File: src/hdl/rsp_pkg.sv
// rsp_pkg: shared constants, word types and gf(256) helpers for the
// reed-solomon parity encoder; no dependencies
package rsp_pkg;

  localparam int MAX_PARITY = 30;
  localparam int CNT_W = $clog2(MAX_PARITY + 1);
  localparam int PADDR_W = 3;

  localparam logic [CNT_W-1:0] RESET_PARITY = CNT_W'(10);
  localparam logic [7:0] FIELD_REDUCE = 8'h1d;
  localparam logic [7:0] GF_ONE = 8'h01;

  // register index decoded from paddr[2]
  localparam logic REG_PARITY_COUNT = 1'b0;

  typedef struct packed {
    logic [7:0] data_byte;
    logic       last_byte;
  } in_word_t;

  typedef struct packed {
    logic [7:0] parity_byte;
    logic       last_parity;
  } out_word_t;

  // per-cycle command broadcast to every cell
  typedef struct packed {
    logic clear;   // zero generator and remainder
    logic build;   // one generator rebuild step
    logic encode;  // one data byte enters the lfsr
    logic load;    // capture remainder into output chain
    logic drain;   // shift output chain by one byte
  } cell_cmd_t;

  // multiply by x modulo the field polynomial
  function automatic logic [7:0] gf_xtime(input logic [7:0] a);
    gf_xtime = {a[6:0], 1'b0} ^ (a[7] ? FIELD_REDUCE : 8'h00);
  endfunction

  function automatic logic [7:0] gf_mul(input logic [7:0] a, input logic [7:0] b);
    logic [7:0] x;
    logic [7:0] acc;
    x   = a;
    acc = 8'h00;
    for (int k = 0; k < 8; k++) begin
      if (b[k]) acc = acc ^ x;
      x = gf_xtime(x);
    end
    gf_mul = acc;
  endfunction

endpackage

File: src/hdl/rsp_cell.sv
// rsp_cell: one lfsr stage holding a remainder byte, a generator
// coefficient and one byte of the parity output chain; uses rsp_pkg
module rsp_cell import rsp_pkg::*; (
  input  logic       clk,
  input  logic       rst,
  input  cell_cmd_t  cmd,
  input  logic [7:0] fb,
  input  logic [7:0] root,
  input  logic [7:0] g_left,
  input  logic [7:0] r_right,
  input  logic [7:0] par_right,
  output logic [7:0] g,
  output logic [7:0] r,
  output logic [7:0] par
);

  logic [7:0] mul_a;
  logic [7:0] mul_b;
  logic [7:0] prod;
  logic [7:0] r_next;

  // one multiplier, shared between rebuild and encode
  assign mul_a  = cmd.build ? g_left : g;
  assign mul_b  = cmd.build ? root : fb;
  assign prod   = gf_mul(mul_a, mul_b);
  assign r_next = r_right ^ prod;

  always_ff @(posedge clk) begin
    if (rst) begin
      g <= 8'h00;
      r <= 8'h00;
    end else if (cmd.clear) begin
      g <= 8'h00;
      r <= 8'h00;
    end else if (cmd.build) begin
      g <= g ^ prod;
    end else if (cmd.encode) begin
      r <= cmd.load ? 8'h00 : r_next;
    end
  end

  always_ff @(posedge clk) begin
    if (cmd.load) begin
      par <= r_next;
    end else if (cmd.drain) begin
      par <= par_right;
    end
  end

endmodule

File: config.mk
export PLATFORM = sky130hd
export DESIGN_NAME = rsp_cell
export DESIGN_NICKNAME = d
export VERILOG_FILES = /design/src/hdl/rsp_pkg.sv /design/src/hdl/rsp_cell.sv
export SDC_FILE = /design/constraint.sdc
export NUM_CORES = 1
export LEC_CHECK = 0
export BUFFER_PORTS_ARGS = -buffer_cell sky130_fd_sc_hd__clkbuf_2
export CAP_MARGIN = 25
export CORE_UTILIZATION = 45
export CTS_CLUSTER_SIZE = 40
export DETAILED_ROUTE_END_ITERATION = 6
export GPL_ROUTABILITY_DRIVEN = 0
export PLACE_DENSITY = 0.67
export SETUP_SLACK_MARGIN = 0.5
export SLEW_MARGIN = 5
export SYNTH_ARGS = -nofsm -noshare
export SYNTH_HDL_FRONTEND = slang
export SYNTH_SLANG_ARGS = --single-unit
File: constraint.sdc
create_clock -name clk -period 6.4 [get_ports clk]
set_clock_uncertainty 0.05 [all_clocks]
set_input_delay 0.64 -clock clk [delete_from_list [all_inputs] [get_ports clk]]
set_output_delay 0.64 -clock clk [all_outputs]
set_load 0.05 [all_outputs]
==> results.sh, run 1 <==
export IMPL_portBuffers=70
export IMPL_netlist_area_mm2=0.00297
export IMPL_start_kind="input pin"
export IMPL_ys_types=51
export IMPL_cts_sinks=24
export IMPL_synthAdderAreaFrac=0
export IMPL_synth_seq_cells=24
export IMPL_end_kind="flip-flop"
export IMPL_synth_top_family_by_area="XOR/XNOR gates"
export IMPL_area_growth_synth_to_final_pct=12.4
export IMPL_cts_tree="yes"
export IMPL_drv_slew=0
export IMPL_layout_commonest_cell="clkbuf_2"
export IMPL_grt_use_total=0.215
export IMPL_vias_per_cell=5.52
export IMPL_grt_pass1_vias=2336
export IMPL_drcViolationCount=0
export IMPL_initial_core_util=0.467
export IMPL_timing_hold_ws_ns=0.410
export IMPL_fmax_mhz=287
export IMPL_synth_fp_nets=363
export IMPL_synthSimpleGateAreaFrac=0.124
export IMPL_drv_cap=0
export IMPL_hold_viol_final=0
export IMPL_drt_total_wl_mm=7.33
export IMPL_final_fill_count=624
export IMPL_power_uw=1770
export IMPL_cts_resized=0
export IMPL_avgSynthCellArea_um2=9.39
export IMPL_grt_max_degree=40
export IMPL_wl_per_cell_um=16.5
export IMPL_hold_path_class="flip-flop to flip-flop"
export IMPL_drive_gt1_frac=0.274
export IMPL_root_buffer="clkbuf_8"
export IMPL_synth_compound_area_share=0.146
export IMPL_antennaDiodeCount=0
export IMPL_die_y_um=83.2
export IMPL_synth_xor_area_frac=0.387
export IMPL_dr_pass1_iters=5
export IMPL_multi_input_area_mm2=0.00224
export IMPL_antenna_found_initial=0
export IMPL_ys_warn_count=0
export IMPL_synth_area_leaders="xnor2_1 (14%), xnor3_1 (14%), dfxtp_1 (11%)"
export IMPL_vias=2457
export IMPL_cts_setup_buffers=0
export IMPL_synth_seq_area_share=0.189
export IMPL_path_class="input pin to flip-flop"
export IMPL_clock_latency_ns=0.27
export IMPL_mostFrequentLayoutCells="clkbuf_2 (70), xnor2_1 (49), nor2_1 (42)"
export IMPL_async_flop_share=0
export IMPL_post_dp_hpwl_mm=5.66
export IMPL_period_share=0.545
export IMPL_ant_nets=0
export IMPL_p_leak_uw=0.00148
export IMPL_cts_made_buffers=3
export IMPL_die_area_mm2=0.00692
export IMPL_htree_levels=1
export IMPL_path_clk_slew_ns=0.09
export IMPL_slew_headroom=0.302
export IMPL_synth_top_area_frac=0.145
export IMPL_synth_edf_count=8
export IMPL_hold_buffers=0
export IMPL_ios=71
export IMPL_syn_inst=316
export IMPL_power_density_mw_per_mm2=531
export IMPL_cts_path_max_buffers=2
export IMPL_place_ws_ns=2.65
export IMPL_coreArea_mm2=0.00635
export IMPL_worst_slew_pin_slew_ns=1.04
export IMPL_grt_pass1_wl_mm=11.9
export IMPL_status="finished clean"
export IMPL_synth_main_ff_cell="dfxtp_1"
export IMPL_synth_mux_area_frac=0.0965
export IMPL_synth_area_leader_cell="xnor2_1"
export IMPL_nets=416
export IMPL_num_rows=29
export IMPL_finalSetupTns_ns=0
export IMPL_initialDrtViolationCount=162
export IMPL_ir_worst_vdd_uv=360
export IMPL_finalCriticalPeriod_ns=3.49
export IMPL_dieWidth_um=83.2
export IMPL_grt_overflow_total=0
export IMPL_seqCellArea_um2=561
export IMPL_layout_setup_ws_ns=2.91
export IMPL_critPathRequiredTime_ns=6.38
export IMPL_setup_viol=0
export IMPL_path_max_fanout=39
export IMPL_cp_arrival_ns=3.46
export IMPL_rsz0062_at_grt="no"
## cell families (layout without fill, tap and decap cells)
family	Yosys count	in the layout
AOI/OAI and AO/OA	62	62
xor gates and xnor gates	97	97
buffers and inverters	26	78
DFF	24	24
muxes	23	23
and+or+nand+nor	84	84
## area by class of cell
cell class	instances	area share
clock buffers	3	0.0124
clock inverters	1	0.00901
inverters	3	0.00338
multi-input cells	266	0.671
flip-flops and latches	24	0.168
well taps	77	0.0289
repair buffers	71	0.107
## cells in the mapped netlist, types with 4 or more instances
master and instances:
edfxtp_1 8, o21ai_1 4, xor2_1 24, a32o_1 6
mux2i_1 12, a21oi_1 17, xnor2_2 4, xnor3_1 18
a22oi_1 5, buf_2 6, mux2_2 5, xnor2_1 49
nor2b_1 6, clkbuf_1 5, nand2_1 20, o21ai_0 5
nor2_1 42, a32oi_1 9, buf_4 4, dfxtp_1 16
## metrics by stage
step / std cells / cell area [um2] / util
3_5_place_dp: 441 / 3260 / 0.514
3_3_place_gp: 441 / 3260 / 0.514
4_1_cts: 445 / 3330 / 0.525
2_1_floorplan: 316 / 2970 / -
6_report: 445 / 3330 / 0.525
5_1_grt: 445 / 3330 / 0.525
## critical path: stages
cell      delay (ns)
clkbuf_2        0.26
buf_4           0.46
mux2i_1         0.55
a21oi_1         0.09
xnor3_1         0.41
xnor3_1         0.23
xnor3_1         0.38
xor2_1          0.17
mux2_2          0.27
## flip-flops by register name, summed over array words and instances (netlist names)
signal and flops:
g 8, par 8, r 8
## path summary, 6_finish.rpt
check | startpoint | to | slack, ns | cells past startpoint
worst max register to register | g[6] | par[4] | 3.32 | 8
worst max-delay path | cmd[3] | par[0] | 2.91 | 9
worst min-delay path | r[3] | r[3] | 0.41 | 2
worst min register to register | r[3] | r[3] | 0.41 | 2
## where the power goes
group,total (uW),internal (uW),switching [uW],leakage (uW)
combinational,1340,631,711,0.00123
clock,132,83.6,48.5,0.0000357
sequential,296,222,73.4,0.000210
total,1770,937,833,0.00148
## metal layers
metal / routed length (um) / part of all wire / GRT usage / vias up
li1: - / - / - / 1203
met4: 82 / 0.011 / 0.0502 / 0
met2: 3390 / 0.46 / 0.352 / 116
met1: 3350 / 0.46 / 0.301 / 1130
met3: 513 / 0.070 / 0.0268 / 8
met5: 0 / 0 / 0 / -
No activity file was read; power rests on OpenSTA's default activity.
==> run 2, diff against run 1 <==
--- a/config.mk
+++ b/config.mk
@@ -11,7 +11,7 @@
 export CTS_CLUSTER_SIZE = 40
 export DETAILED_ROUTE_END_ITERATION = 6
 export GPL_ROUTABILITY_DRIVEN = 0
-export PLACE_DENSITY = 0.67
+export PLACE_DENSITY = 0.7
 export SETUP_SLACK_MARGIN = 0.5
 export SLEW_MARGIN = 5
 export SYNTH_ARGS = -nofsm -noshare
==> constraint.sdc (replaced) <==
create_clock -name clk -period 2.9 [get_ports clk]
set_clock_uncertainty 0.05 [all_clocks]
set_input_delay 0.29 -clock clk [delete_from_list [all_inputs] [get_ports clk]]
set_output_delay 0.29 -clock clk [all_outputs]
set_load 0.05 [all_outputs]
==> run 2 against run 1 <==
  * First-iteration DRC count is 3.7% lower
  * Sequential share of layout area is 2.1 points lower
  * Via count increased by 9.0%
  * Total power rose to 2.8 times the previous value
  * Die area stayed put
  * Global-route usage increased by 1.8 points
  * Sequential power grew 130%
  * Largest power group unchanged
  * Register-to-register slack lost 3.0 ns
  * Non-clock buffer count is 36 higher
  * Cell area up 20%
==> results.sh, run 2 (synthesized netlist as in run 1, its figures left out) <==
export IMPL_p_sw_frac=0.443
export IMPL_ant_nets=0
export IMPL_cellInternalPower_uw=2790
export IMPL_portBuffers=70
export IMPL_die_area_mm2=0.00692
export IMPL_grt_pass1_vias=2616
export IMPL_drv_slew=0
export IMPL_wl_per_cell_um=17.4
export IMPL_crit_top_cell="xnor3_2"
export IMPL_area_growth_synth_to_final_pct=35.1
export IMPL_mostFrequentLayoutCells="clkbuf_2 (68), nor2_1 (39), xnor2_1 (36)"
export IMPL_rsz0062_at_grt="yes"
export IMPL_initial_core_util=0.467
export IMPL_finalInstanceArea_mm2=0.00401
export IMPL_final_fill_count=518
export IMPL_grt_max_degree=18
export IMPL_drv_cap=0
export IMPL_dieWidth_um=83.2
export IMPL_vias=2677
export IMPL_p_leak_uw=0.00176
export IMPL_nets=452
export IMPL_cts_path_max_buffers=2
export IMPL_htree_levels=1
export IMPL_path_class="flip-flop to flip-flop"
export IMPL_period_share=0.900
export IMPL_hold_viol_final=0
export IMPL_cp_top_family="XOR/XNOR gates"
export IMPL_antenna_found_initial=0
export IMPL_critPathRequiredTime_ns=2.88
export IMPL_cts_sinks=24
export IMPL_post_dp_hpwl_mm=6.00
export IMPL_slew_headroom=0.611
export IMPL_hold_buffers=0
export IMPL_drive_gt1_frac=0.463
export IMPL_cts_tree="yes"
export IMPL_finalSetupTns_ns=0
export IMPL_coreArea_mm2=0.00635
export IMPL_ir_worst_vdd_uv=934
export IMPL_fmax_mhz=383
export IMPL_cp_arrival_ns=2.59
export IMPL_die_y_um=83.2
export IMPL_antennaDiodeCount=0
export IMPL_seqCellArea_um2=591
export IMPL_pwr_share_clk=0.059
export IMPL_setup_viol=0
export IMPL_clock_latency_ns=0.27
export IMPL_initialDrtViolationCount=156
export IMPL_worst_slew_pin_slew_ns=0.582
export IMPL_cp_slowest_cell="dfxtp_4"
export IMPL_crit_chain="xnor3_2 > mux2i_4 > xor2_2 > nor2_2 > xnor2_1 > xnor3_2 > xnor2_2 > mux2_4"
export IMPL_dpl_cell_area_mm2=0.00346
export IMPL_start_kind="flip-flop"
export IMPL_cpPeakStageDelay_ns=0.46
export IMPL_ios=71
export IMPL_vias_per_cell=5.57
export IMPL_grt_overflow_total=0
export IMPL_status="finished clean"
export IMPL_cts_made_buffers=3
export IMPL_net_switching_power_uw=2220
export IMPL_seqPwrFrac=0.134
export IMPL_end_kind="flip-flop"
export IMPL_grt_use_total=0.232
export IMPL_dr_pass1_iters=4
export IMPL_layout_commonest_cell="clkbuf_2"
export IMPL_path_clk_slew_ns=0.09
export IMPL_p_comb_frac=0.808
export IMPL_power_density_mw_per_mm2=1250
export IMPL_drcViolationCount=0
export IMPL_grt_pass1_wl_mm=12.9
export IMPL_drt_total_wl_mm=8.37
export IMPL_finalCriticalPeriod_ns=2.61
export IMPL_path_max_fanout=8
export IMPL_multi_input_area_mm2=0.00253
export IMPL_power_uw=5010
export IMPL_num_rows=29
export IMPL_root_buffer="clkbuf_8"
export IMPL_reg_top3="g: 8 flops, par: 8 flops, r: 8 flops"
export IMPL_cp_buffers_inverters=0
export IMPL_hold_path_class="input pin to flip-flop"
run 2: cell types whose count changed in the layout (fill, tap and decap cells not counted), moves of 5 or more:
| cell | before | now |
|---|---|---|
| a21oi_1 | 17 | 12 |
| a21oi_2 | 0 | 5 |
| buf_4 | 1 | 26 |
| buf_6 | 0 | 8 |
| dfxtp_1 | 16 | 8 |
| dfxtp_4 | 0 | 8 |
| xnor2_1 | 49 | 36 |
| xnor2_2 | 4 | 16 |
run 2: worst reg2reg max path, cell delays in order, from the launching register on:
cell,delay [ns]
dfxtp_4,0.46
xnor3_2,0.39
mux2i_4,0.20
xor2_2,0.22
nor2_2,0.07
xnor2_1,0.21
xnor3_2,0.33
xnor2_2,0.17
mux2_4,0.26
run 2: area by class of cell:
cell class | count | share of cell area
timing repair buffer | 107 | 0.175
inverter | 3 | 0.00406
clock buffer | 3 | 0.0103
sequential | 24 | 0.147
multi-input combinational | 266 | 0.632
clock inverter | 1 | 0.00749
tap | 77 | 0.0240
run 2: final timing paths:
path	start	to	slack (ns)	cells after the start
hold / removal	par_right[6]	par[6]	0.28	2
setup / recovery	g[7]	par[6]	0.29	8
hold reg to reg	r[3]	r[3]	0.40	2
setup reg to reg	g[7]	par[6]	0.29	8
run 2: per-stage QoR:
| step | cells | hold WS [ns] | utilization | worst slack, ns |
|---|---|---|---|---|
| CTS | 477 | 0.275 | 0.589 | 0.257 |
| global placement | 457 | 0.394 | 0.545 | 0.0671 |
| finish | 481 | 0.277 | 0.632 | 0.291 |
| floorplan | 316 | 0.434 | - | 0.285 |
| detailed placement | 457 | 0.393 | 0.545 | 0.0433 |
| global route | 481 | 0.275 | 0.632 | 0.221 |
run 2: repair_timing:
item | in CTS | in global routing
setup buffers | 16 | 4
pin swaps | 16 | 27
gates resized for setup | 18 | 48
hold endpoints to repair | 0 | 0
endpoints found under the setup margin | 18 | 21
run 2: power groups by stage:
stage                     combinational, uW  clock (uW)  sequential [uW]
after floorplan                        2300           0              941
after global placement                 3010           0              689
after detailed placement               3050           0              684
after CTS                              3550         297              655
after global routing                   4270         308              682
final                                  4040         293              669
run 2: layer usage:
layer  GRT usage  part of all wire  vias up
li1            -                 -     1265
met1       0.308              0.44     1296
met2       0.390              0.49      100
met3      0.0249             0.045       16
met4      0.0878             0.019        0
met5           0                 0        -
==> run 3, diff against run 2 <==
--- a/config.mk
+++ b/config.mk
@@ -7,11 +7,13 @@
 export LEC_CHECK = 0
 export BUFFER_PORTS_ARGS = -buffer_cell sky130_fd_sc_hd__clkbuf_2
 export CAP_MARGIN = 25
-export CORE_UTILIZATION = 45
+export CELL_PAD_IN_SITES_DETAIL_PLACEMENT = 2
+export CELL_PAD_IN_SITES_GLOBAL_PLACEMENT = 2
+export CORE_UTILIZATION = 30
 export CTS_CLUSTER_SIZE = 40
 export DETAILED_ROUTE_END_ITERATION = 6
 export GPL_ROUTABILITY_DRIVEN = 0
-export PLACE_DENSITY = 0.7
+export PLACE_DENSITY = 0.76
 export SETUP_SLACK_MARGIN = 0.5
 export SLEW_MARGIN = 5
 export SYNTH_ARGS = -nofsm -noshare
==> run 3 against run 2 <==
  * Total power grew 10%
  * Via count grew 5.8%
  * Count of clock-buffer cells in the layout is the same
  * Critical endpoint unchanged
  * Utilization decreased by 17 points
  * Register-to-register slack got worse by 0.13 ns
  * Sequential share of layout area decreased by 0.99 points
  * First-iteration DRC count decreased by 36%
  * Critical path type unchanged
  * Hold slack improved by 0.0049 ns
  * Sequential cell count unchanged
  * Worst setup slack got worse by 0.13 ns
  * Routed wire length up 50%
  * Largest power group unchanged
==> results.sh, run 3 (synthesized netlist as in run 1, its figures left out) <==
export IMPL_initial_core_util=0.315
export IMPL_path_max_fanout=8
export IMPL_path_clk_slew_ns=0.09
export IMPL_final_util=0.457
export IMPL_drive_gt1_frac=0.520
export IMPL_dr_pass1_iters=4
export IMPL_r2r_setup_slack_ns=0.16
export IMPL_layout_commonest_cell="clkbuf_2"
export IMPL_finalCriticalPeriod_ns=2.74
export IMPL_drcViolationCount=0
export IMPL_cp_buffers_inverters=1
export IMPL_end_kind="flip-flop"
export IMPL_root_buffer="clkbuf_8"
export IMPL_die_area_mm2=0.0103
export IMPL_nets=465
export IMPL_cp_top_family="XOR/XNOR gates"
export IMPL_hold_buffers=0
export IMPL_cp_slowest_cell="dfxtp_4"
export IMPL_crit_top_cell="xnor2_2"
export IMPL_num_rows=35
export IMPL_worst_slew_pin_slew_ns=0.925
export IMPL_path_depth=9
export IMPL_drv_slew=0
export IMPL_final_fill_count=997
export IMPL_whs_endpoint="par[6]"
export IMPL_dieWidth_um=101
export IMPL_vias_per_cell=5.19
export IMPL_cp_arrival_ns=2.72
export IMPL_mostFrequentLayoutCells="clkbuf_2 (69), nor2_1 (36), buf_4 (36)"
export IMPL_initialDrtViolationCount=100
export IMPL_fmax_mhz=365
export IMPL_ir_worst_vdd_uv=957
export IMPL_antennaDiodeCount=0
export IMPL_critPathRequiredTime_ns=2.88
export IMPL_reg_top3="g: 8 flops, par: 8 flops, r: 8 flops"
export IMPL_period_share=0.945
export IMPL_finalSetupTns_ns=0
export IMPL_status="finished clean"
export IMPL_crit_reg2reg_launch="g[6]"
export IMPL_rsz0062_at_grt="yes"
export IMPL_slew_headroom=0.382
export IMPL_post_dp_hpwl_mm=8.04
export IMPL_r2r_cells=9
export IMPL_route_met2_wl_mm=6.62
export IMPL_ant_nets=0
export IMPL_crit_chain="xnor3_1 > mux2i_4 > xor2_2 > buf_6 > nor2_4 > xnor2_2 > xnor3_2 > xnor2_2 > mux2_2"
export IMPL_die_y_um=101
export IMPL_cts_tree="yes"
export IMPL_area_growth_synth_to_final_pct=44.9
export IMPL_power_density_mw_per_mm2=1290
export IMPL_timing_rr_end="par[6]"
export IMPL_clock_latency_ns=0.27
export IMPL_cts_sinks=24
export IMPL_place_ws_ns=-0.0566
export IMPL_portBuffers=70
export IMPL_m1WireLength_mm=5.13
export IMPL_grt_max_degree=26
export IMPL_wl_met3_um=540
export IMPL_ios=71
export IMPL_hold_path_class="input pin to flip-flop"
export IMPL_antenna_found_initial=0
export IMPL_wl_per_cell_um=23.0
export IMPL_vias=2832
export IMPL_hold_viol_final=0
export IMPL_layout_setup_ws_ns=0.160
export IMPL_htree_levels=1
export IMPL_cts_path_max_buffers=2
export IMPL_cpPeakStageDelay_ns=0.48
export IMPL_coreArea_mm2=0.00942
export IMPL_p_leak_uw=0.00187
export IMPL_grt_pass1_wl_mm=18.6
export IMPL_drv_cap=0
export IMPL_grt_overflow_total=0
export IMPL_grt_pass1_vias=3258
export IMPL_grt_use_total=0.243
export IMPL_cts_made_buffers=3
export IMPL_path_class="flip-flop to flip-flop"
export IMPL_whs_path_depth=2
export IMPL_setup_viol=0
export IMPL_drt_total_wl_mm=12.6
export IMPL_hold_start="par_right[6]"
export IMPL_dr_max_layer_used="met4"
export IMPL_start_kind="flip-flop"
-- run 3: changes by cell type in the layout (fill, tap and decap cells not counted), sizes merged --
cell	before	now
buf	39	50
clkbuf	71	73
-- run 3: per-layer routing --
metal,vias up,track usage
met3,21,0.0221
met4,0,0.0691
met1,1423,0.285
met5,-,0
met2,94,0.468
li1,1294,-
-- run 3: area by class of cell --
cell class              instances  area (um2)  share of cell area
multi-input cells             266        2630               0.612
repair buffers                120         835               0.194
flip-flops and latches         24         591               0.137
well taps                     129         161              0.0375
clock buffers                   3        41.3             0.00960
clock inverters                 1        30.0             0.00698
inverters                       3        11.3             0.00262
-- run 3: worst max path at each step --
stage	from	endpoint	slack [ns]
final	g[6]	par[6]	0.16
after global routing	g[6]	par[6]	0.12
after CTS	g[6]	par[7]	0.30
after detailed placement	g_left[6]	par[7]	-0.06
after global placement	g_left[6]	par[3]	0.06
after floorplan	g[1]	par[0]	0.28
-- run 3: power breakdown --
part	switching [uW]	internal (uW)
logic	2280	2260
clock network	117	185
registers	175	514
total	2570	2960
-- run 3: repair_timing --
item / CTS / global route
resized for setup: 31 / 48
endpoints found under the hold margin: 0 / 0
cloned: 0 / 1
buffers inserted: 24 / 3
pin swaps: 9 / 21
endpoints found under the setup margin: 20 / 23
-- run 3: stage by stage --
stage | cells | hold slack (ns) | instance area, um2 | total power [uW]
3_3_place_gp | 514 | 0.396 | 3570 | 3800
5_1_grt | 546 | 0.279 | 4300 | 5810
3_5_place_dp | 514 | 0.408 | 3570 | 3890
6_report | 546 | 0.282 | 4300 | 5530
4_1_cts | 542 | 0.270 | 4020 | 4900
2_1_floorplan | 316 | 0.434 | 3060 | 3240
