### config.mk
export PLATFORM = sky130hd
export DESIGN_NAME = rsp_cfg
export DESIGN_NICKNAME = d
export VERILOG_FILES = /design/src/hdl/rsp_pkg.sv /design/src/hdl/rsp_cfg.sv
export SDC_FILE = /design/constraint.sdc
export NUM_CORES = 1
export LEC_CHECK = 0
export ABC_AREA = 0
export BUFFER_PORTS_ARGS = -buffer_cell sky130_fd_sc_hd__buf_2
export CAP_MARGIN = 5
export CORE_MARGIN = 5
export CORE_UTILIZATION = 40
export CTS_BUF_LIST = sky130_fd_sc_hd__clkbuf_4
export DETAILED_ROUTE_END_ITERATION = 16
export PLACE_DENSITY = 0.92
export SLEW_MARGIN = 30
export SYNTH_ARGS = -nofsm -noshare
export SYNTH_HDL_FRONTEND = slang
export SYNTH_SLANG_ARGS = --single-unit
### constraint.sdc
create_clock -name clk -period 1.7 [get_ports clk]
set_clock_uncertainty 0.15 [all_clocks]
set_input_delay 0.085 -clock clk [delete_from_list [all_inputs] [get_ports clk]]
set_output_delay 0.085 -clock clk [all_outputs]
set_load 0.02 [all_outputs]
### src/hdl/rsp_pkg.sv
// rsp_pkg: shared constants, word types and gf(256) helpers for the
// reed-solomon parity encoder; no dependencies
package rsp_pkg;

  localparam int MAX_PARITY = 30;
  localparam int CNT_W = $clog2(MAX_PARITY + 1);
  localparam int PADDR_W = 3;

  localparam logic [CNT_W-1:0] RESET_PARITY = CNT_W'(10);
  localparam logic [7:0] FIELD_REDUCE = 8'h1d;
  localparam logic [7:0] GF_ONE = 8'h01;

  // register index decoded from paddr[2]
  localparam logic REG_PARITY_COUNT = 1'b0;

  typedef struct packed {
    logic [7:0] data_byte;
    logic       last_byte;
  } in_word_t;

  typedef struct packed {
    logic [7:0] parity_byte;
    logic       last_parity;
  } out_word_t;

  // per-cycle command broadcast to every cell
  typedef struct packed {
    logic clear;   // zero generator and remainder
    logic build;   // one generator rebuild step
    logic encode;  // one data byte enters the lfsr
    logic load;    // capture remainder into output chain
    logic drain;   // shift output chain by one byte
  } cell_cmd_t;

  // multiply by x modulo the field polynomial
  function automatic logic [7:0] gf_xtime(input logic [7:0] a);
    gf_xtime = {a[6:0], 1'b0} ^ (a[7] ? FIELD_REDUCE : 8'h00);
  endfunction

  function automatic logic [7:0] gf_mul(input logic [7:0] a, input logic [7:0] b);
    logic [7:0] x;
    logic [7:0] acc;
    x   = a;
    acc = 8'h00;
    for (int k = 0; k < 8; k++) begin
      if (b[k]) acc = acc ^ x;
      x = gf_xtime(x);
    end
    gf_mul = acc;
  endfunction

endpackage

### src/hdl/rsp_cfg.sv
// rsp_cfg: apb register for the parity count and the generator rebuild
// sequencer; uses rsp_pkg
module rsp_cfg import rsp_pkg::*; (
  input  logic               clk,
  input  logic               rst,
  input  logic               psel,
  input  logic               penable,
  input  logic               pwrite,
  input  logic [PADDR_W-1:0] paddr,
  input  logic [31:0]        pwdata,
  output logic [31:0]        prdata,
  output logic               clear,
  output logic               build,
  output logic [7:0]         root,
  output logic [CNT_W-1:0]   n_active
);

  logic             wr_en;
  logic [CNT_W-1:0] wr_count;
  logic [CNT_W-1:0] step_cnt;
  logic             busy;

  assign wr_en = psel & penable & pwrite & (paddr[2] == REG_PARITY_COUNT);

  always_comb begin
    priority if (pwdata[CNT_W-1:0] == '0) begin
      wr_count = CNT_W'(1);
    end else if (pwdata[CNT_W-1:0] > CNT_W'(MAX_PARITY)) begin
      wr_count = CNT_W'(MAX_PARITY);
    end else begin
      wr_count = pwdata[CNT_W-1:0];
    end
  end

  assign clear = wr_en;
  assign build = busy;

  always_ff @(posedge clk) begin
    if (rst) begin
      n_active <= RESET_PARITY;
      step_cnt <= RESET_PARITY;
      root     <= GF_ONE;
      busy     <= 1'b1;
    end else if (wr_en) begin
      n_active <= wr_count;
      step_cnt <= wr_count;
      root     <= GF_ONE;
      busy     <= 1'b1;
    end else if (busy) begin
      step_cnt <= step_cnt - CNT_W'(1);
      root     <= gf_xtime(root);
      busy     <= (step_cnt != CNT_W'(1));
    end
  end

  always_comb begin
    if (paddr[2] == REG_PARITY_COUNT) begin
      prdata = {{(32 - CNT_W){1'b0}}, n_active};
    end else begin
      prdata = 32'h0;
    end
  end

endmodule

==> results.py, run 1 <==
metrics = {
    "outcome": {
        "status": "complete, no violations",
    },
    "sta": {
        "rsz0062_at_grt": "false",
        "setup_violations": 0,
        "post-route-period-util_pct": 91.6,
        "finalHoldViolCount": 0,
        "layout_min_cycle_time_ps": 1560,
        "hold_slack_ps": 132,
        "setup_tns_ps": 0,
        "max_freq_mhz": 643,
        "drv_slew": 0,
    },
    "critical_path": {
        "worst-path-max-fanout": 3,
        "worst_path_max_delay_cell": "or4_1",
        "end_kind": "flop",
        "critPathMaxStageDelay_ps": 390,
        "cp-start-kind": "flop",
        "path_class": "flop to flop",
        "arrival_ps": 1630,
        "crit_chain": "inv_1, ha_1, nand2_4, or4_1, a311oi_1",
        "crit_required_ps": 1770,
    },
    "synth": {
        "synth-seq-cells": 19,
        "synthCells": 124,
        "syn_area_per_cell_um2": 8.59,
        "seq_area_frac_synth_pct": 35.7,
        "yosysUniqueCellTypes": 33,
        "ys_warn_count": 0,
        "syn_area_um2": 1060,
    },
    "global_routing": {
        "grt_pass1_wl_mm": 3.16,
        "grt_pass1_vias": 718,
        "antenna_found_initial": 0,
        "grt_max_degree": 13,
        "track_usage_pct": 11.4,
        "grt_overflow": 0,
    },
    "die": {
        "num_rows": 18,
        "die_w_um": 61.6,
        "start_util_pct": 42.2,
        "dieArea_um2": 3790,
        "core_um2": 2520,
        "io-pin-count": 87,
        "fp.dieH_um": 61.6,
    },
    "layout": {
        "area.growth.synth_to_final_pct": 17.0,
        "fin_area_um2": 1250,
        "drive_gt1_share_pct": 24.1,
        "nNetsFinal": 205,
        "antenna_cells": 0,
        "final_cells": 192,
    },
    "placed_design": {
        "gp_congestion": 0.790,
        "dp_cells": 179,
        "io_buffers": 30,
        "place_area_um2": 1130,
        "place_hpwl_mm": 1.50,
    },
    "power_and_ir_drop": {
        "seqPwrFrac_pct": 51.8,
        "p_leak_nw": 0.644,
        "p_sw_w": 0.000338,
        "powerDensity_nw_per_um2": 807,
        "peakVddDrop_mv": 0.523,
        "p_sw_share_pct": 33.6,
        "combPwrFrac_pct": 25.6,
        "p_int_w": 0.000668,
        "p_clk_share_pct": 22.7,
    },
    "route": {
        "via_count": 866,
        "drt-initial-drc-count": 33,
        "wirelength_mm": 2.14,
        "drt_pass1_iterations": 4,
        "viasPerCell": 4.51,
        "drc": 0,
        "wl_per_cell_um": 11.1,
        "antenna_left": 0,
    },
    "clock_tree": {
        "h-tree-depth": 1,
        "tritoncts": "yes",
        "cts_made_buffers": 3,
        "path_clk_slew_ps": 110,
        "clock_sinks": 19,
        "worstSkewPairLatency_ps": 300,
        "cts_buffer_depth": 2,
        "ctsRootBufferMaster": "clkbuf_4",
    },
    "min_path": {
        "hold_class": "input pin to flop",
    },
    "run": {
        "drv_cap": 0,
    },
}
registers in the layout (all words and copies together), names as in the netlist:
| signal | flops |
|---|---|
| build | 1 |
| n_active | 5 |
| root | 8 |
| step_cnt | 5 |
cell type report:
class / count / area [um2]
clock buffers: 3 / 22.5
clock inverters: 1 / 5.00
fillers: 244 / 1280
inverters: 4 / 15.0
multi-input cells: 94 / 531
flip-flops and latches: 19 / 380
well taps: 30 / 37.5
repair buffers: 41 / 255
stage by stage:
step                setup slack [ps]  util [%]  power (W)
floorplan                        197         -   0.000762
global placement                 183      44.7   0.000763
detailed placement               147      44.7   0.000770
CTS                              144      49.4    0.00101
global route                    51.0      49.4    0.00106
finish                           144      49.4    0.00101
cell usage after synthesis:
library cell / n / area share [%]
a211oi_1: 4 / 2.8
a21oi_1: 4 / 1.9
a311oi_1: 1 / 0.82
a31oi_1: 1 / 0.59
a32oi_1: 1 / 0.82
buf_2: 3 / 1.4
buf_4: 27 / 19
buf_6: 1 / 1.1
clkbuf_1: 2 / 0.71
conb_1: 1 / 0.35
dfxtp_1: 19 / 36
ha_1: 2 / 2.3
inv_1: 3 / 1.1
inv_2: 1 / 0.35
mux2i_1: 5 / 4.7
nand2_1: 9 / 3.2
nand2_4: 1 / 1.1
nand2b_1: 1 / 0.59
nand3_1: 1 / 0.47
nand3b_1: 1 / 0.71
nand4b_1: 1 / 0.82
nor2_1: 14 / 4.9
nor2b_1: 5 / 2.9
nor3_1: 2 / 0.94
nor4b_2: 1 / 1.4
o21ai_0: 2 / 0.94
o21ai_1: 1 / 0.47
o21bai_1: 1 / 0.71
o31ai_1: 1 / 0.71
o41ai_1: 1 / 0.82
or4_1: 1 / 0.71
xnor2_1: 5 / 4.1
xor2_1: 1 / 0.82
worst paths after layout:
check             cells after the start     endpoint         from  slack, ps
hold / removal                        4  n_active[3]       pwrite        130
setup / recovery                      5  step_cnt[4]  step_cnt[1]        140
setup reg to reg                      5  step_cnt[4]  step_cnt[1]        140
hold reg to reg                       2  n_active[1]  n_active[1]        320
logic make-up after synthesis:
| family | share of synthesized area (%) |
|---|---|
| AO/OA/AOI/OAI | 10.6 |
| XOR/XNOR | 4.94 |
| adder cells (fa/ha/maj) | 2.35 |
| buffers and inverters | 23.6 |
| flip-flops | 35.7 |
| multiplexers | 4.70 |
| other | 0.352 |
| AND/OR/NAND/NOR | 17.7 |
cells in the final DEF, fill, tap and decap left out, types with 4 or more instances in the layout:
| master | count |
|---|---|
| dfxtp_1 | 19 |
| nor2_1 | 14 |
| a211oi_1 | 4 |
| buf_2 | 30 |
| a21oi_1 | 4 |
| dlygate4sd3_1 | 9 |
| mux2i_1 | 5 |
| conb_1 | 27 |
| nor2b_1 | 5 |
| nand2_1 | 9 |
| xnor2_1 | 5 |
power by group through the flow:
stage	Sequential, W	Combinational [W]	Clock (W)
2_1_floorplan	0.000541	0.000221	0
3_3_place_gp	0.000530	0.000233	0
3_5_place_dp	0.000530	0.000239	0
4_1_cts	0.000520	0.000254	0.000230
5_1_grt	0.000529	0.000285	0.000250
6_report	0.000521	0.000257	0.000228
worst max-delay path, delay by kind of cell, from the launching register on:
family / cells / cell delay (ps)
AND/OR/NAND/NOR: 2 / 450
AO/OA/AOI/OAI: 1 / 250
buffers and inverters: 1 / 80
adder cells (fa/ha/maj): 1 / 190
flip-flops: 1 / 340
layer usage:
metal	track usage, %	routed length [um]	vias to the layer above
met2	19.7	1060	36
met5	0	0	-
li1	-	-	435
met1	12.8	836	390
met3	3.14	213	5
met4	5.45	31	0
timing repair:
action	CTS	global route
gates resized for setup	0	0
hold buffers	9	0
setup buffers	0	0
hold endpoints to repair	10	0
Power figures use the tool's default switching activity.
==> run 2, diff against run 1 <==
--- a/config.mk
+++ b/config.mk
@@ -6,13 +6,13 @@
 export NUM_CORES = 1
 export LEC_CHECK = 0
 export ABC_AREA = 0
-export BUFFER_PORTS_ARGS = -buffer_cell sky130_fd_sc_hd__buf_2
 export CAP_MARGIN = 5
 export CORE_MARGIN = 5
-export CORE_UTILIZATION = 40
+export CORE_UTILIZATION = 64
 export CTS_BUF_LIST = sky130_fd_sc_hd__clkbuf_4
 export DETAILED_ROUTE_END_ITERATION = 16
-export PLACE_DENSITY = 0.92
+export DONT_BUFFER_PORTS = 1
+export PLACE_DENSITY = 0.9
 export SLEW_MARGIN = 30
 export SYNTH_ARGS = -nofsm -noshare
 export SYNTH_HDL_FRONTEND = slang
==> run 2 against run 1 <==
Design area fell by 16%. Final cell count is 24% lower. Critical path type unchanged. Largest power group unchanged. Sequential share of layout area increased by 5.7 points. Largest cell class unchanged.
==> results.py, run 2 (synthesis gave the netlist of run 1 again) <==
metrics = {
    "critical_path": {
        "crit_chain": "inv_1, ha_1, nand2_4, or4_1, a311oi_1",
        "worst_path_max_delay_cell": "or4_1",
        "path_class": "flop to flop",
        "worst-path-max-fanout": 4,
        "crit_required_ps": 1760,
        "end_kind": "flop",
        "arrival_ps": 1640,
        "path_buf_inv": 1,
        "crit_family": "simple AND/OR/NAND/NOR gates",
        "critPathMaxStageDelay_ps": 390,
        "cp-start-kind": "flop",
    },
    "sta": {
        "setup_tns_ps": 0,
        "layout_min_cycle_time_ps": 1580,
        "rsz0062_at_grt": "false",
        "drv_slew": 0,
        "setup_violations": 0,
        "finalHoldViolCount": 0,
        "post-route-period-util_pct": 93.0,
        "max_freq_mhz": 633,
    },
    "power_and_ir_drop": {
        "seqPwrFrac_pct": 54.8,
        "p_int_w": 0.000664,
        "p_sw_share_pct": 32.3,
        "p_total_w": 0.000981,
        "p_leak_nw": 0.493,
        "peakVddDrop_mv": 0.588,
        "powerDensity_nw_per_um2": 933,
        "combPwrFrac_pct": 21.2,
        "p_clk_share_pct": 24.0,
        "p_sw_w": 0.000316,
    },
    "global_routing": {
        "grt_pass1_vias": 713,
        "antenna_found_initial": 0,
        "grt_overflow": 0,
        "grt_pass1_wl_mm": 3.06,
        "grt_max_degree": 18,
        "track_usage_pct": 15.5,
    },
    "placed_design": {
        "place_area_um2": 961,
        "place_hpwl_mm": 1.50,
        "io_buffers": 0,
        "gp_congestion": 0.708,
    },
    "layout": {
        "final_cell_mix": "conb_1 (27), dfxtp_1 (19), nor2_1 (14)",
        "nNetsFinal": 172,
        "max_flop_register": "root",
        "largest_reg_flops": 8,
        "area.growth.synth_to_final_pct": -1.29,
        "antenna_cells": 0,
        "reg.largest.list": "root (8), n_active (5), step_cnt (5)",
        "fin_area_um2": 1050,
        "drive_gt1_share_pct": 6.98,
        "n_fill_cell": 133,
        "final_common_cell": "conb_1",
    },
    "clock_tree": {
        "tritoncts": "yes",
        "cts_hold_buf": 6,
        "path_clk_slew_ps": 100,
        "worstSkewPairLatency_ps": 290,
        "cts_buffer_depth": 2,
        "postCtsResizedCells": 0,
        "ctsRootBufferMaster": "clkbuf_4",
        "cts_made_buffers": 3,
        "clock_sinks": 19,
        "cts_setup_buffers": 0,
        "h-tree-depth": 1,
    },
    "die": {
        "num_rows": 14,
        "dieArea_um2": 2580,
        "fp.dieH_um": 50.8,
        "start_util_pct": 69.1,
        "core_um2": 1540,
        "io-pin-count": 87,
        "die_w_um": 50.8,
    },
    "route": {
        "drt-initial-drc-count": 5,
        "drc": 0,
        "antenna_left": 0,
        "drt_pass1_iterations": 2,
        "via_count": 762,
        "wirelength_mm": 1.98,
        "viasPerCell": 5.26,
        "wl_per_cell_um": 13.7,
    },
    "outcome": {
        "status": "complete, no violations",
    },
    "run": {
        "drv_cap": 0,
    },
    "min_path": {
        "hold_class": "input pin to flop",
    },
}
==> run 2: changes by cell type in the layout (fill, tap and decap cells not counted), sizes merged <==
cell	delta
buf	-30
clkbuf	+1
clkinv	-1
dlygate4sd3	-3
==> run 2: routing by layer <==
metal,up-vias,global-route usage [%],wire (um)
met4,0,8.94,42
met5,-,0,0
met1,340,16.4,778
met3,5,5.03,254
li1,367,-,-
met2,50,26.7,906
==> run 2: power by group through the flow <==
stage / sequential (W) / clock (W) / combinational, W
6_report: 0.000537 / 0.000235 / 0.000208
4_1_cts: 0.000538 / 0.000251 / 0.000208
3_5_place_dp: 0.000547 / 0 / 0.000190
2_1_floorplan: 0.000541 / 0 / 0.000221
3_3_place_gp: 0.000546 / 0 / 0.000181
5_1_grt: 0.000545 / 0.000266 / 0.000232
==> run 2: layout make-up <==
class,count,area [um2],share of cell area [%]
multi-input cells,94,531,50.5
flip-flops and latches,19,380,36.2
repair buffers,8,75.1,7.14
clock buffers,4,30.0,2.86
well taps,16,20.0,1.90
inverters,4,15.0,1.43
==> run 2: final timing paths <==
kind                                  start          end  slack (ps)  cells past startpoint
worst max register to register  step_cnt[0]  step_cnt[4]         120                      5
worst max-delay path            step_cnt[0]  step_cnt[4]         120                      5
worst min-delay path              pwdata[2]  n_active[0]          20                      3
worst min register to register  step_cnt[4]  step_cnt[4]         370                      2
==> run 2: per-stage QoR <==
step,instances,hold slack (ps),utilization [%],setup slack (ps)
6_report,145,17.5,68.2,120
2_1_floorplan,150,65.1,-,197
3_5_place_dp,135,13.5,62.3,133
5_1_grt,145,38.1,68.2,62.0
3_3_place_gp,135,5.11,62.3,174
4_1_cts,145,3.79,68.2,118
==> run 2: tightest hold or removal path, delay by kind of cell <==
family | cells | cell delay [ps]
compound gates | 2 | 310
simple gates | 1 | 20
==> run 3, diff against run 2 <==
--- a/config.mk
+++ b/config.mk
@@ -5,14 +5,15 @@
 export SDC_FILE = /design/constraint.sdc
 export NUM_CORES = 1
 export LEC_CHECK = 0
-export ABC_AREA = 0
+export ABC_AREA = 1
+export BUFFER_PORTS_ARGS = -buffer_cell sky130_fd_sc_hd__buf_2
 export CAP_MARGIN = 5
 export CORE_MARGIN = 5
-export CORE_UTILIZATION = 64
+export CORE_UTILIZATION = 41
 export CTS_BUF_LIST = sky130_fd_sc_hd__clkbuf_4
 export DETAILED_ROUTE_END_ITERATION = 16
-export DONT_BUFFER_PORTS = 1
-export PLACE_DENSITY = 0.9
+export MAX_ROUTING_LAYER = met4
+export PLACE_DENSITY = 0.92
 export SLEW_MARGIN = 30
 export SYNTH_ARGS = -nofsm -noshare
 export SYNTH_HDL_FRONTEND = slang
==> run 3 against run 2 <==
Wire length grew 21%. Worst hold slack gained 23 ps. Utilization shrank 20 points. Design area grew 25%. Synthesized area grew 9.4%. Setup slack gained 150 ps. Clock power is essentially flat. Sequential share of layout area shrank 7.2 points. Highest routed layer unchanged.
==> results.py, run 3 <==
metrics = {
    "global_routing": {
        "grt_pass1_vias": 909,
        "antenna_found_initial": 0,
        "grt_pass1_wl_mm": 4.02,
        "grt_overflow": 0,
        "grt_max_degree": 13,
        "track_usage_pct": 12.8,
    },
    "route": {
        "drt-initial-drc-count": 15,
        "wl_per_cell_um": 10.8,
        "drt_pass1_iterations": 4,
        "antenna_left": 0,
        "drc": 0,
        "wirelength_mm": 2.40,
        "viasPerCell": 4.41,
        "via_count": 980,
    },
    "sta": {
        "finalHoldViolCount": 0,
        "timing.final.ws_setup_ps": 266,
        "max_freq_mhz": 698,
        "drv_slew": 0,
        "setup_tns_ps": 0,
        "layout_min_cycle_time_ps": 1430,
        "post-route-period-util_pct": 84.3,
        "setup_violations": 0,
        "rsz0062_at_grt": "false",
    },
    "run": {
        "drv_cap": 0,
    },
    "critical_path": {
        "cp-start-kind": "flop",
        "reg2reg_to": "step_cnt[4]",
        "r2r_slack_ps": 400,
        "end_kind": "output port",
        "path_class": "flop to output port",
        "reg2reg_from": "step_cnt[0]",
        "crit_required_ps": 1460,
        "arrival_ps": 1200,
        "worst-path-max-fanout": 12,
        "r2r_cells": 7,
    },
    "die": {
        "dieArea_um2": 4010,
        "core_um2": 2730,
        "die_w_um": 63.3,
        "num_rows": 19,
        "io-pin-count": 87,
        "start_util_pct": 42.6,
        "fp.dieH_um": 63.3,
    },
    "synth": {
        "synth-seq-cells": 19,
        "syn_area_um2": 1160,
        "synth_top_area_cell": "dfxtp_1",
        "synth-main-ff-cell": "dfxtp_1",
        "yosysMostFrequentCell": "nand2_1",
        "seq_area_frac_synth_pct": 32.7,
        "synthCells": 155,
        "syn_area_per_cell_um2": 7.52,
        "ys_top_cells_by_area": "dfxtp_1 (33%), buf_4 (17%), nand2_1 (10%)",
        "ys_warn_count": 0,
        "synthTopCellsByCount": "nand2_1 (31), buf_4 (27), dfxtp_1 (19), inv_1 (18), nor2_1 (13)",
        "synth_async_sr_flop_share_pct": 0,
        "yosysTopAreaCellShare_pct": 32.7,
        "yosysUniqueCellTypes": 26,
        "synth_edf_count": 0,
    },
    "layout": {
        "antenna_cells": 0,
        "area.growth.synth_to_final_pct": 12.5,
        "final_cell_mix": "nand2_1 (31), buf_2 (30), conb_1 (27)",
        "max_flop_register": "root",
        "largest_reg_flops": 8,
        "reg.largest.list": "root (8), n_active (5), step_cnt (5)",
        "drive_gt1_share_pct": 24.6,
        "final_common_cell": "nand2_1",
        "nNetsFinal": 234,
    },
    "power_and_ir_drop": {
        "p_leak_nw": 0.702,
        "combPwrFrac_pct": 30.5,
        "seqPwrFrac_pct": 47.9,
        "p_int_w": 0.000687,
        "powerDensity_nw_per_um2": 832,
        "p_sw_w": 0.000403,
        "p_clk_share_pct": 21.6,
        "p_sw_share_pct": 37.0,
        "peakVddDrop_mv": 0.465,
    },
    "clock_tree": {
        "path_clk_slew_ps": 110,
        "ctsRootBufferMaster": "clkbuf_4",
        "clock_sinks": 19,
        "cts_made_buffers": 3,
        "h-tree-depth": 1,
        "tritoncts": "yes",
        "cts_buffer_depth": 2,
        "postCtsResizedCells": 0,
        "worstSkewPairLatency_ps": 300,
    },
    "placed_design": {
        "pre_cts_ws_ps": 420,
        "place_hpwl_mm": 1.80,
        "io_buffers": 30,
        "gp_congestion": 0.840,
    },
    "min_path": {
        "hold_start": "pwrite",
        "hold_depth": 5,
        "holdPathEnd": "n_active[2]",
        "hold_class": "input pin to flop",
    },
    "outcome": {
        "status": "complete, no violations",
    },
}
-- run 3: timing repair --
action	in CTS	in global routing
hold buffers	6	0
endpoints found under the hold margin	9	0
setup buffers	0	0
-- run 3: metal layers --
metal / up-vias / global-route usage (%) / part of all wire (%)
met3: 4 / 1.95 / 5.6
li1: 500 / - / -
met2: 32 / 22.1 / 51
met1: 444 / 13.6 / 41
met4: 0 / 7.79 / 2.5
met5: - / - / 0
-- run 3: final cells by class --
class / count / area (um2)
inverter: 20 / 77.6
clock buffer: 3 / 22.5
fill: 249 / 1420
sequential: 19 / 380
multi-input combinational: 111 / 568
tap: 31 / 38.8
timing repair buffer: 37 / 218
clock inverter: 1 / 5.00
-- run 3: logic make-up after synthesis --
kind of cell,synth area share [%]
adders and majority gates,2.15
DFF,32.7
other,0.322
xor gates and xnor gates,2.26
buffers and inverters,27.0
AOI/OAI and AO/OA,12.0
and+or+nand+nor,23.6
-- run 3: worst max-delay path: stages, from the launching register on --
cell and delay, ps:
dfxtp_1 460, buf_4 240, buf_2 190
-- run 3: worst max path at each step --
stage	end	start	slack, ps	depth (start not counted)
finish	build	build	270	2
CTS	build	build	280	2
global route	build	build	210	2
detailed placement	step_cnt[4]	step_cnt[0]	420	7
global placement	step_cnt[4]	step_cnt[0]	460	7
floorplan	step_cnt[2]	build	400	6
-- run 3: power groups by stage --
stage | combinational (W) | sequential [W] | clock, W
final | 0.000333 | 0.000522 | 0.000236
after floorplan | 0.000286 | 0.000545 | 0
after global routing | 0.000378 | 0.000527 | 0.000254
after detailed placement | 0.000318 | 0.000531 | 0
after CTS | 0.000330 | 0.000521 | 0.000240
after global placement | 0.000309 | 0.000529 | 0
-- run 3: metrics by stage --
| stage | power [W] | utilization (%) | instance area [um2] | instances | hold WS, ps |
|---|---|---|---|---|---|
| finish | 0.00109 | 47.9 | 1310 | 222 | 40.4 |
| global route | 0.00116 | 47.9 | 1310 | 222 | 90.7 |
| CTS | 0.00109 | 47.9 | 1310 | 222 | 37.4 |
| detailed placement | 0.000849 | 44.7 | 1220 | 212 | 215 |
| global placement | 0.000838 | 44.7 | 1220 | 212 | 208 |
| floorplan | 0.000831 | - | 1260 | 181 | 30.7 |
